**src/rtl/fopo_pkg.sv**
```systemverilog
// Shared types and constants for the frame orientation and point-operation block.
// Used by the controller, the datapath and the top level; depends on nothing.
package fopo_pkg;

	// Frame store geometry.
	localparam int MAX_WIDTH   = 256;
	localparam int MAX_HEIGHT  = 256;
	localparam int STORE_DEPTH = MAX_WIDTH * MAX_HEIGHT;
	localparam int ADDR_W      = $clog2(STORE_DEPTH);
	localparam int PTR_W       = ADDR_W + 1;
	localparam int POS_W       = $clog2(MAX_WIDTH);
	localparam int DIM_W       = 9;
	localparam int PIX_W       = 8;
	localparam int IDX_W       = 3;

	// Configuration register indexes.
	localparam logic [IDX_W-1:0] REG_MODE       = 3'd0;
	localparam logic [IDX_W-1:0] REG_WIDTH      = 3'd1;
	localparam logic [IDX_W-1:0] REG_HEIGHT     = 3'd2;
	localparam logic [IDX_W-1:0] REG_MAX_LEVEL  = 3'd3;
	localparam logic [IDX_W-1:0] REG_STEP       = 3'd4;

	// Mode codes.
	localparam logic [2:0] MODE_NEGATIVE = 3'd0;
	localparam logic [2:0] MODE_MIRROR   = 3'd1;
	localparam logic [2:0] MODE_ROT_R    = 3'd2;
	localparam logic [2:0] MODE_ROT_L    = 3'd3;
	localparam logic [2:0] MODE_DARKEN   = 3'd4;
	localparam logic [2:0] MODE_BRIGHTEN = 3'd5;

	// Input command codes.
	localparam logic CMD_LOAD  = 1'b0;
	localparam logic CMD_FETCH = 1'b1;

	// Reset values of the registers.
	localparam logic [DIM_W-1:0] WIDTH_RST  = 9'd256;
	localparam logic [DIM_W-1:0] HEIGHT_RST = 9'd256;
	localparam logic [PIX_W-1:0] MAX_RST    = 8'd255;
	localparam logic [PIX_W-1:0] STEP_RST   = 8'd80;
	localparam logic [PTR_W-1:0] AREA_RST   = PTR_W'(STORE_DEPTH);

	// Configuration as seen by the datapath, with dimensions already clamped.
	typedef struct packed {
		logic [2:0]       mode;
		logic [DIM_W-1:0] width;
		logic [DIM_W-1:0] height;
		logic [PIX_W-1:0] max_level;
		logic [PIX_W-1:0] step_amount;
		logic [PTR_W-1:0] area;
	} fopo_cfg_t;

	// Commands from the controller to the datapath.
	typedef struct packed {
		logic capture;
		logic load_write;
		logic pos_step;
		logic mul_step;
		logic read_step;
		logic out_load;
	} fopo_cmd_t;

endpackage

```
**src/rtl/fopo_ctrl.sv**
```systemverilog
// Controller state machine: input and output handshakes and the fetch sequence.
// Depends on fopo_pkg; drives the datapath through fopo_cmd_t.
module fopo_ctrl import fopo_pkg::*; (
	input  logic      clk,
	input  logic      arst_n,
	input  logic      in_valid,
	output logic      in_stall,
	input  logic      command,
	output logic      out_valid,
	input  logic      out_stall,
	output fopo_cmd_t cmd
);

	typedef enum logic [5:0] {
		S_IDLE = 6'b000001,
		S_LOAD = 6'b000010,
		S_POS  = 6'b000100,
		S_MUL  = 6'b001000,
		S_READ = 6'b010000,
		S_OUT  = 6'b100000
	} state_t;

	state_t state_q, state_nxt;
	logic   out_valid_q;
	logic   accept;
	logic   out_free;

	// Loads stream one per cycle; a fetch holds the input until its result is registered.
	assign in_stall  = !((state_q == S_IDLE) || (state_q == S_LOAD));
	assign accept    = in_valid && !in_stall;
	assign out_free  = !out_valid_q || !out_stall;
	assign out_valid = out_valid_q;

	// Next state and commands.
	always_comb begin
		state_nxt          = state_q;
		cmd                = '0;
		cmd.capture        = accept;
		unique case (state_q)
			S_IDLE, S_LOAD: begin
				cmd.load_write = (state_q == S_LOAD);
				if (accept) begin
					state_nxt = (command == CMD_LOAD) ? S_LOAD : S_POS;
				end else begin
					state_nxt = S_IDLE;
				end
			end
			S_POS: begin
				cmd.pos_step = 1'b1;
				state_nxt    = S_MUL;
			end
			S_MUL: begin
				cmd.mul_step = 1'b1;
				state_nxt    = S_READ;
			end
			S_READ: begin
				cmd.read_step = 1'b1;
				state_nxt     = S_OUT;
			end
			S_OUT: begin
				if (out_free) begin
					cmd.out_load = 1'b1;
					state_nxt    = S_IDLE;
				end
			end
			default: state_nxt = S_IDLE;
		endcase
	end

	// State register.
	always_ff @(posedge clk or negedge arst_n) begin
		if (!arst_n) begin
			state_q <= S_IDLE;
		end else begin
			state_q <= state_nxt;
		end
	end

	// Output valid: set when a result is registered, cleared when it is taken.
	always_ff @(posedge clk or negedge arst_n) begin
		if (!arst_n) begin
			out_valid_q <= 1'b0;
		end else if (cmd.out_load) begin
			out_valid_q <= 1'b1;
		end else if (!out_stall) begin
			out_valid_q <= 1'b0;
		end
	end

endmodule

```
**config.mk**
```make
export PLATFORM = sky130hd
export DESIGN_NAME = fopo_ctrl
export DESIGN_NICKNAME = d
export VERILOG_FILES = /design/src/rtl/fopo_pkg.sv /design/src/rtl/fopo_ctrl.sv
export SDC_FILE = /design/constraint.sdc
export NUM_CORES = 1
export LEC_CHECK = 0
export ABC_AREA = 1
export CELL_PAD_IN_SITES_DETAIL_PLACEMENT = 1
export CELL_PAD_IN_SITES_GLOBAL_PLACEMENT = 2
export CORE_UTILIZATION = 29
export CTS_BUF_LIST = sky130_fd_sc_hd__clkbuf_8
export DETAILED_ROUTE_END_ITERATION = 10
export DONT_BUFFER_PORTS = 1
export PLACE_DENSITY_LB_ADDON = 0.08
export SLEW_MARGIN = 20
export SYNTH_ARGS = -nofsm -noshare
export SYNTH_HDL_FRONTEND = slang
export SYNTH_SLANG_ARGS = --single-unit
```
**constraint.sdc**
```tcl
create_clock -name clk -period 1.2 [get_ports clk]
set_input_delay 0.3 -clock clk [delete_from_list [all_inputs] [get_ports clk]]
set_output_delay 0.3 -clock clk [all_outputs]
set_load 0.1 [all_outputs]
```
==> results.py, run 1 <==
metrics = {
    "worst_setup_path": {
        "regToRegStartpoint": "state_q[0]",
        "start_kind": "register",
        "cp_num_buf_inv": 3,
        "cpLargestDelayFamily": "flip-flops",
        "cp_slowest_cell": "dfstp_2",
        "worst-setup-path-type": "reg2out",
        "slowest_delay_ns": 0.58,
        "crit_chain": "inv_2 -> nand2_2 -> nand2_2 -> nor2_4 -> nand2_2 -> inv_2 -> buf_12",
        "worst-path-max-fanout": 4,
        "worst-path-stages": 7,
        "r2r_slack_ns": -0.20,
        "endpoint": "cmd[5]",
        "rr_worst_depth": 8,
        "r2r_end": "state_q[0]",
        "cpMostUsedCell": "nand2_2",
        "required_ns": 0.90,
        "worstSetupStartpoint": "state_q[0]",
        "endpoint_kind": "output pin",
        "arrival_ns": 1.47,
    },
    "placed_design": {
        "port_buffers": 0,
        "dp_hpwl_um": 959.9,
        "dpl-instance-area_um2": 658.1,
        "globalplace.congestion": 0.6614,
    },
    "synth": {
        "synth_top_area_cell": "dfrtp_1",
        "synthTopCellsByCount": "inv_1 (12), nand2_1 (11), nor2_1 (7), dfrtp_1 (6), nor2_2 (3)",
        "ys_types": 15,
        "synth-edff-count": 0,
        "yosysMostFrequentCell": "inv_1",
        "syn_inst": 52,
        "ys_top_cells_by_area": "dfrtp_1 (38%), inv_1 (12%), nand2_1 (11%), dfstp_2 (6.7%), nor2_1 (6.7%)",
        "synth_nets": 57,
        "yosys_warnings": 0,
        "synth_top_area_frac": 0.3834,
        "ys_ff_latch": 7,
        "async_flop_share": 1.000,
        "ys_seq_area_frac": 0.4505,
        "syn_avg_cell_area_um2": 7.531,
        "netlist_area_um2": 391.6,
        "ys.flop_type": "dfrtp_1",
    },
    "power_and_ir_drop": {
        "p_leak_uw": 0.0003878,
        "p_total_uw": 1956,
        "ir_worst_vdd_uv": 1995,
        "pwr_density_cell_nw_per_um2": 2376,
    },
    "die": {
        "die_h_um": 38.75,
        "rows": 12,
        "start_util": 0.3302,
        "die_w_um": 38.75,
        "dieArea_um2": 1502,
        "io_pins": 13,
        "core_area_um2": 1186,
    },
    "drt": {
        "drc": 0,
        "routedWlPerCell_um": 14.77,
        "ant_nets": 0,
        "vias": 413,
        "wirelength_um": 1344,
        "drt-initial-drc-count": 1,
        "firstDrtPassIters": 2,
        "post_drt_via_cell_ratio": 4.538,
    },
    "timing": {
        "rsz0062_at_grt": "yes",
        "setup_viol": 10,
        "tightest_slew_ns": 0.3092,
        "skew_ns": 0.004445,
        "holdWs_ns": 0.1195,
        "timing.final.hold_violations": 0,
        "max_freq_mhz": 566.0,
        "fin_crit_sh": 1.472,
        "setup_ws_ns": -0.5669,
        "max_slew_margin": 0.7932,
        "maxSlewViolCount": 0,
        "period_minus_slack_ns": 1.767,
    },
    "grt": {
        "grt_pass1_wl_um": 2125,
        "antenna_found_initial": 0,
        "overflow": 0,
        "grt_use_total": 0.2343,
        "grt_pass1_vias": 463,
        "grt_max_degree": 8,
    },
    "clocking": {
        "clockRootBuffer": "clkbuf_8",
        "cts_sinks": 7,
        "clk_pin_slew_ns": 0.04,
        "clock_tree.buffer_depth": 2,
        "numCtsBuffers": 3,
        "cts_tree": "done",
        "clk_latency_ns": 0.23,
        "cts_htree_levels": 1,
    },
    "min_path": {
        "min-delay-path-class": "in2reg",
    },
    "layout": {
        "nets": 83,
        "diodes": 0,
        "stdcell_area_um2": 823.3,
        "area_growth_pct": 110.2,
        "drive_above_1_share": 0.6753,
    },
    "run": {
        "drv_cap": 0,
    },
    "run_status": {
        "status": "finished with violations",
        "violations": "setup timing",
    },
}
==> state kept, by name, indices dropped and copies added, names as in the netlist <==
register   count
state_q        6
out_valid      1
==> worst min path at each step <==
stage | from | endpoint | cells after the start | slack, ns
global route | command | state_q[1] | 1 | 0.12
CTS | command | state_q[1] | 1 | 0.12
floorplan | arst_n | out_valid | 0 | 0.004
finish | command | state_q[1] | 1 | 0.12
detailed placement | arst_n | out_valid | 0 | 0.005
global placement | arst_n | out_valid | 0 | 0.005
==> logic make-up after synthesis <==
kind of cell,synth area share
simple gates,0.3483
flops,0.4505
compound gates,0.04790
buf+inv,0.1533
==> power breakdown <==
group / total (uW) / switching, uW / leakage, uW / internal, uW
Combinational: 1270 / 770 / 0.000269 / 501
Sequential: 350 / 59.7 / 0.0000914 / 290
Clock: 334 / 112 / 0.0000269 / 222
Total: 1960 / 943 / 0.000388 / 1010
==> per-stage QoR <==
step | TNS (ns) | worst slack (ns) | util | instances
floorplan | -2.400 | -0.4650 | - | 52
global placement | -1.110 | -0.2613 | 0.5549 | 82
detailed placement | -1.641 | -0.3106 | 0.5549 | 82
CTS | -3.611 | -0.5343 | 0.6382 | 89
global route | -4.338 | -0.6252 | 0.6941 | 91
finish | -3.684 | -0.5669 | 0.6941 | 91
==> routing by layer <==
| layer | GRT usage | routed length, um |
|---|---|---|
| met1 | 0.2115 | 472 |
| met2 | 0.4500 | 791 |
| met3 | 0.08671 | 57 |
| met4 | 0.1034 | 22 |
| met5 | 0 | 0 |
==> final cells by class <==
class	instances	area [um2]
clock buffers	3	41.29
repair buffers	23	281.5
flip-flops and latches	7	177.7
inverters	12	52.55
clock inverters	1	3.754
well taps	14	17.52
multi-input cells	31	249.0
fillers	127	362.8
==> what timing repair did <==
item | 4_1_cts | 5_1_grt
pin swaps | 2 | 7
resized for setup | 8 | 14
endpoints found under the setup margin | 12 | 12
hold buffers | 1 | 0
setup buffers | 2 | 2
gates cloned | 0 | 0
endpoints found under the hold margin | 7 | 0
==> layout by cell type, fill, tap and decap left out, types with 3 or more instances in the layout <==
cell type,n
nor2_4,8
nor2_1,4
dfrtp_1,5
clkbuf_8,3
nand2_2,6
buf_6,5
inv_1,8
buf_12,7
buf_4,10
inv_2,3
nand2_1,6
==> worst register-to-register path: stages (launching register included) <==
cell	delay (ns)
dfstp_2	0.58
nor2_4	0.07
buf_6	0.12
nand3_4	0.08
buf_4	0.13
nand2_1	0.07
inv_1	0.06
nand2_1	0.07
a21oi_2	0.14
Note: power is estimated with default switching activity, not from simulation.
==> inputs of run 2 (changes only) <==
--- a/config.mk
+++ b/config.mk
@@ -13,6 +13,7 @@
 export DETAILED_ROUTE_END_ITERATION = 10
 export DONT_BUFFER_PORTS = 1
 export PLACE_DENSITY_LB_ADDON = 0.08
+export RECOVER_POWER = 25
 export SLEW_MARGIN = 20
 export SYNTH_ARGS = -nofsm -noshare
 export SYNTH_HDL_FRONTEND = slang
==> constraint.sdc (replaced) <==
create_clock -name clk -period 1.2 [get_ports clk]
set_input_delay 0 -clock clk [delete_from_list [all_inputs] [get_ports clk]]
set_output_delay 0 -clock clk [all_outputs]
set_load 0.1 [all_outputs]
==> results.py, run 2 (synthesis gave the netlist of run 1 again) <==
metrics = {
    "grt": {
        "antenna_found_initial": 0,
        "grt_max_degree": 8,
        "overflow": 0,
        "grt_use_total": 0.2391,
        "grt_pass1_vias": 479,
        "grt_pass1_wl_um": 2318,
    },
    "worst_setup_path": {
        "worst-path-max-fanout": 4,
        "arrival_ns": 1.47,
        "start_kind": "register",
        "worst-setup-path-type": "reg2out",
        "crit_chain": "buf_6 -> nor2_4 -> nand4_1 -> a21oi_4 -> buf_12",
        "cp_slowest_cell": "dfstp_2",
        "cpLargestDelayFamily": "flip-flops",
        "cp_num_buf_inv": 2,
        "required_ns": 1.20,
        "endpoint_kind": "output pin",
        "slowest_delay_ns": 0.38,
    },
    "timing": {
        "maxSlewViolCount": 0,
        "max_freq_mhz": 678.6,
        "tightest_slew_ns": 0.3575,
        "fin_crit_sh": 1.228,
        "rsz0062_at_grt": "yes",
        "max_slew_margin": 0.7609,
        "holdWs_ns": 0.02027,
        "setup_viol": 13,
        "setup_ws_ns": -0.2737,
        "tns_ns": -2.008,
        "timing.final.hold_violations": 0,
        "skew_ns": 0.008023,
        "period_minus_slack_ns": 1.474,
    },
    "layout": {
        "largest_reg_flops": 6,
        "area_growth_pct": 120.8,
        "top_register": "state_q",
        "diodes": 0,
        "mostFrequentLayoutCells": "buf_4 (14), inv_1 (9), nor2_4 (7), buf_12 (7), nand2_1 (6)",
        "mostFrequentLayoutCell": "buf_4",
        "nets": 89,
        "drive_above_1_share": 0.6265,
        "final_core_util": 0.7289,
        "stdcell_area_um2": 864.6,
    },
    "drt": {
        "wirelength_um": 1669,
        "routedWlPerCell_um": 17.21,
        "firstDrtPassIters": 2,
        "post_drt_via_cell_ratio": 4.732,
        "vias": 459,
        "drt-initial-drc-count": 3,
        "ant_nets": 0,
        "drc": 0,
    },
    "clocking": {
        "clock_tree.buffer_depth": 2,
        "clk_latency_ns": 0.24,
        "clk_pin_slew_ns": 0.05,
        "cts_htree_levels": 1,
        "clockRootBuffer": "clkbuf_8",
        "cts_tree": "done",
        "numCtsBuffers": 3,
        "cts_sinks": 7,
    },
    "die": {
        "rows": 12,
        "dieArea_um2": 1502,
        "start_util": 0.3302,
        "die_h_um": 38.75,
        "io_pins": 13,
        "die_w_um": 38.75,
        "core_area_um2": 1186,
    },
    "power_and_ir_drop": {
        "pwr_density_cell_nw_per_um2": 2451,
        "ir_worst_vdd_uv": 2419,
        "p_total_uw": 2119,
        "p_leak_uw": 0.0004192,
    },
    "run_status": {
        "status": "finished with violations",
        "violations": "setup timing",
    },
    "placed_design": {
        "port_buffers": 0,
        "dpl-instance-area_um2": 610.6,
        "globalplace.congestion": 0.6942,
        "dp_hpwl_um": 882,
    },
    "min_path": {
        "min-delay-path-class": "in2reg",
    },
    "run": {
        "drv_cap": 0,
    },
}
[run 2: worst paths after layout]
path	start	endpoint	slack, ns	cells after the start
min	in_valid	state_q[2]	0.02	3
max in group asynchronous	arst_n	state_q[0]	0.78	1
max	state_q[0]	cmd[0]	-0.27	5
min in group asynchronous	arst_n	state_q[2]	0.11	1
max reg2reg	state_q[0]	state_q[0]	-0.20	8
min reg2reg	out_valid	out_valid	0.65	2
[run 2: through the flow]
step	instances	setup slack, ns
floorplan	52	-0.2298
global placement	77	-0.05580
detailed placement	77	-0.1140
CTS	92	-0.2251
global route	97	-0.3301
finish	97	-0.2737
[run 2: routing by layer]
| layer | vias up | track usage | share of wire |
|---|---|---|---|
| li1 | 212 | - | - |
| met1 | 233 | 0.2366 | 0.42 |
| met2 | 12 | 0.4833 | 0.55 |
| met3 | 2 | 0.05780 | 0.023 |
| met4 | 0 | 0.05172 | 0.010 |
| met5 | - | 0 | 0 |
[run 2: power breakdown]
part	internal [uW]	leakage [uW]	switching (uW)
logic	584	0.000301	839
clock network	224	0.0000269	131
registers	289	0.0000914	51.0
total	1100	0.000419	1020
[run 2: repair_timing]
action	in CTS	in global routing
pin swaps	9	7
hold buffers	4	0
buffers inserted	8	5
gates resized for setup	17	6
endpoints found under the setup margin	10	12
gates cloned	0	0
hold endpoints to repair	12	0
[run 2: final cells by class]
cell class,count,area [um2]
clock inverters,1,3.754
repair buffers,29,330.3
well taps,14,17.52
flip-flops and latches,7,177.7
inverters,12,52.55
fillers,125,321.6
clock buffers,3,41.29
multi-input cells,31,241.5
[run 2: worst reg2reg max path, delay by kind of cell (launching register included)]
kind | cells | cell delay, ns
simple gates | 5 | 0.40
compound gates | 1 | 0.12
buf+inv | 2 | 0.26
flops | 1 | 0.56
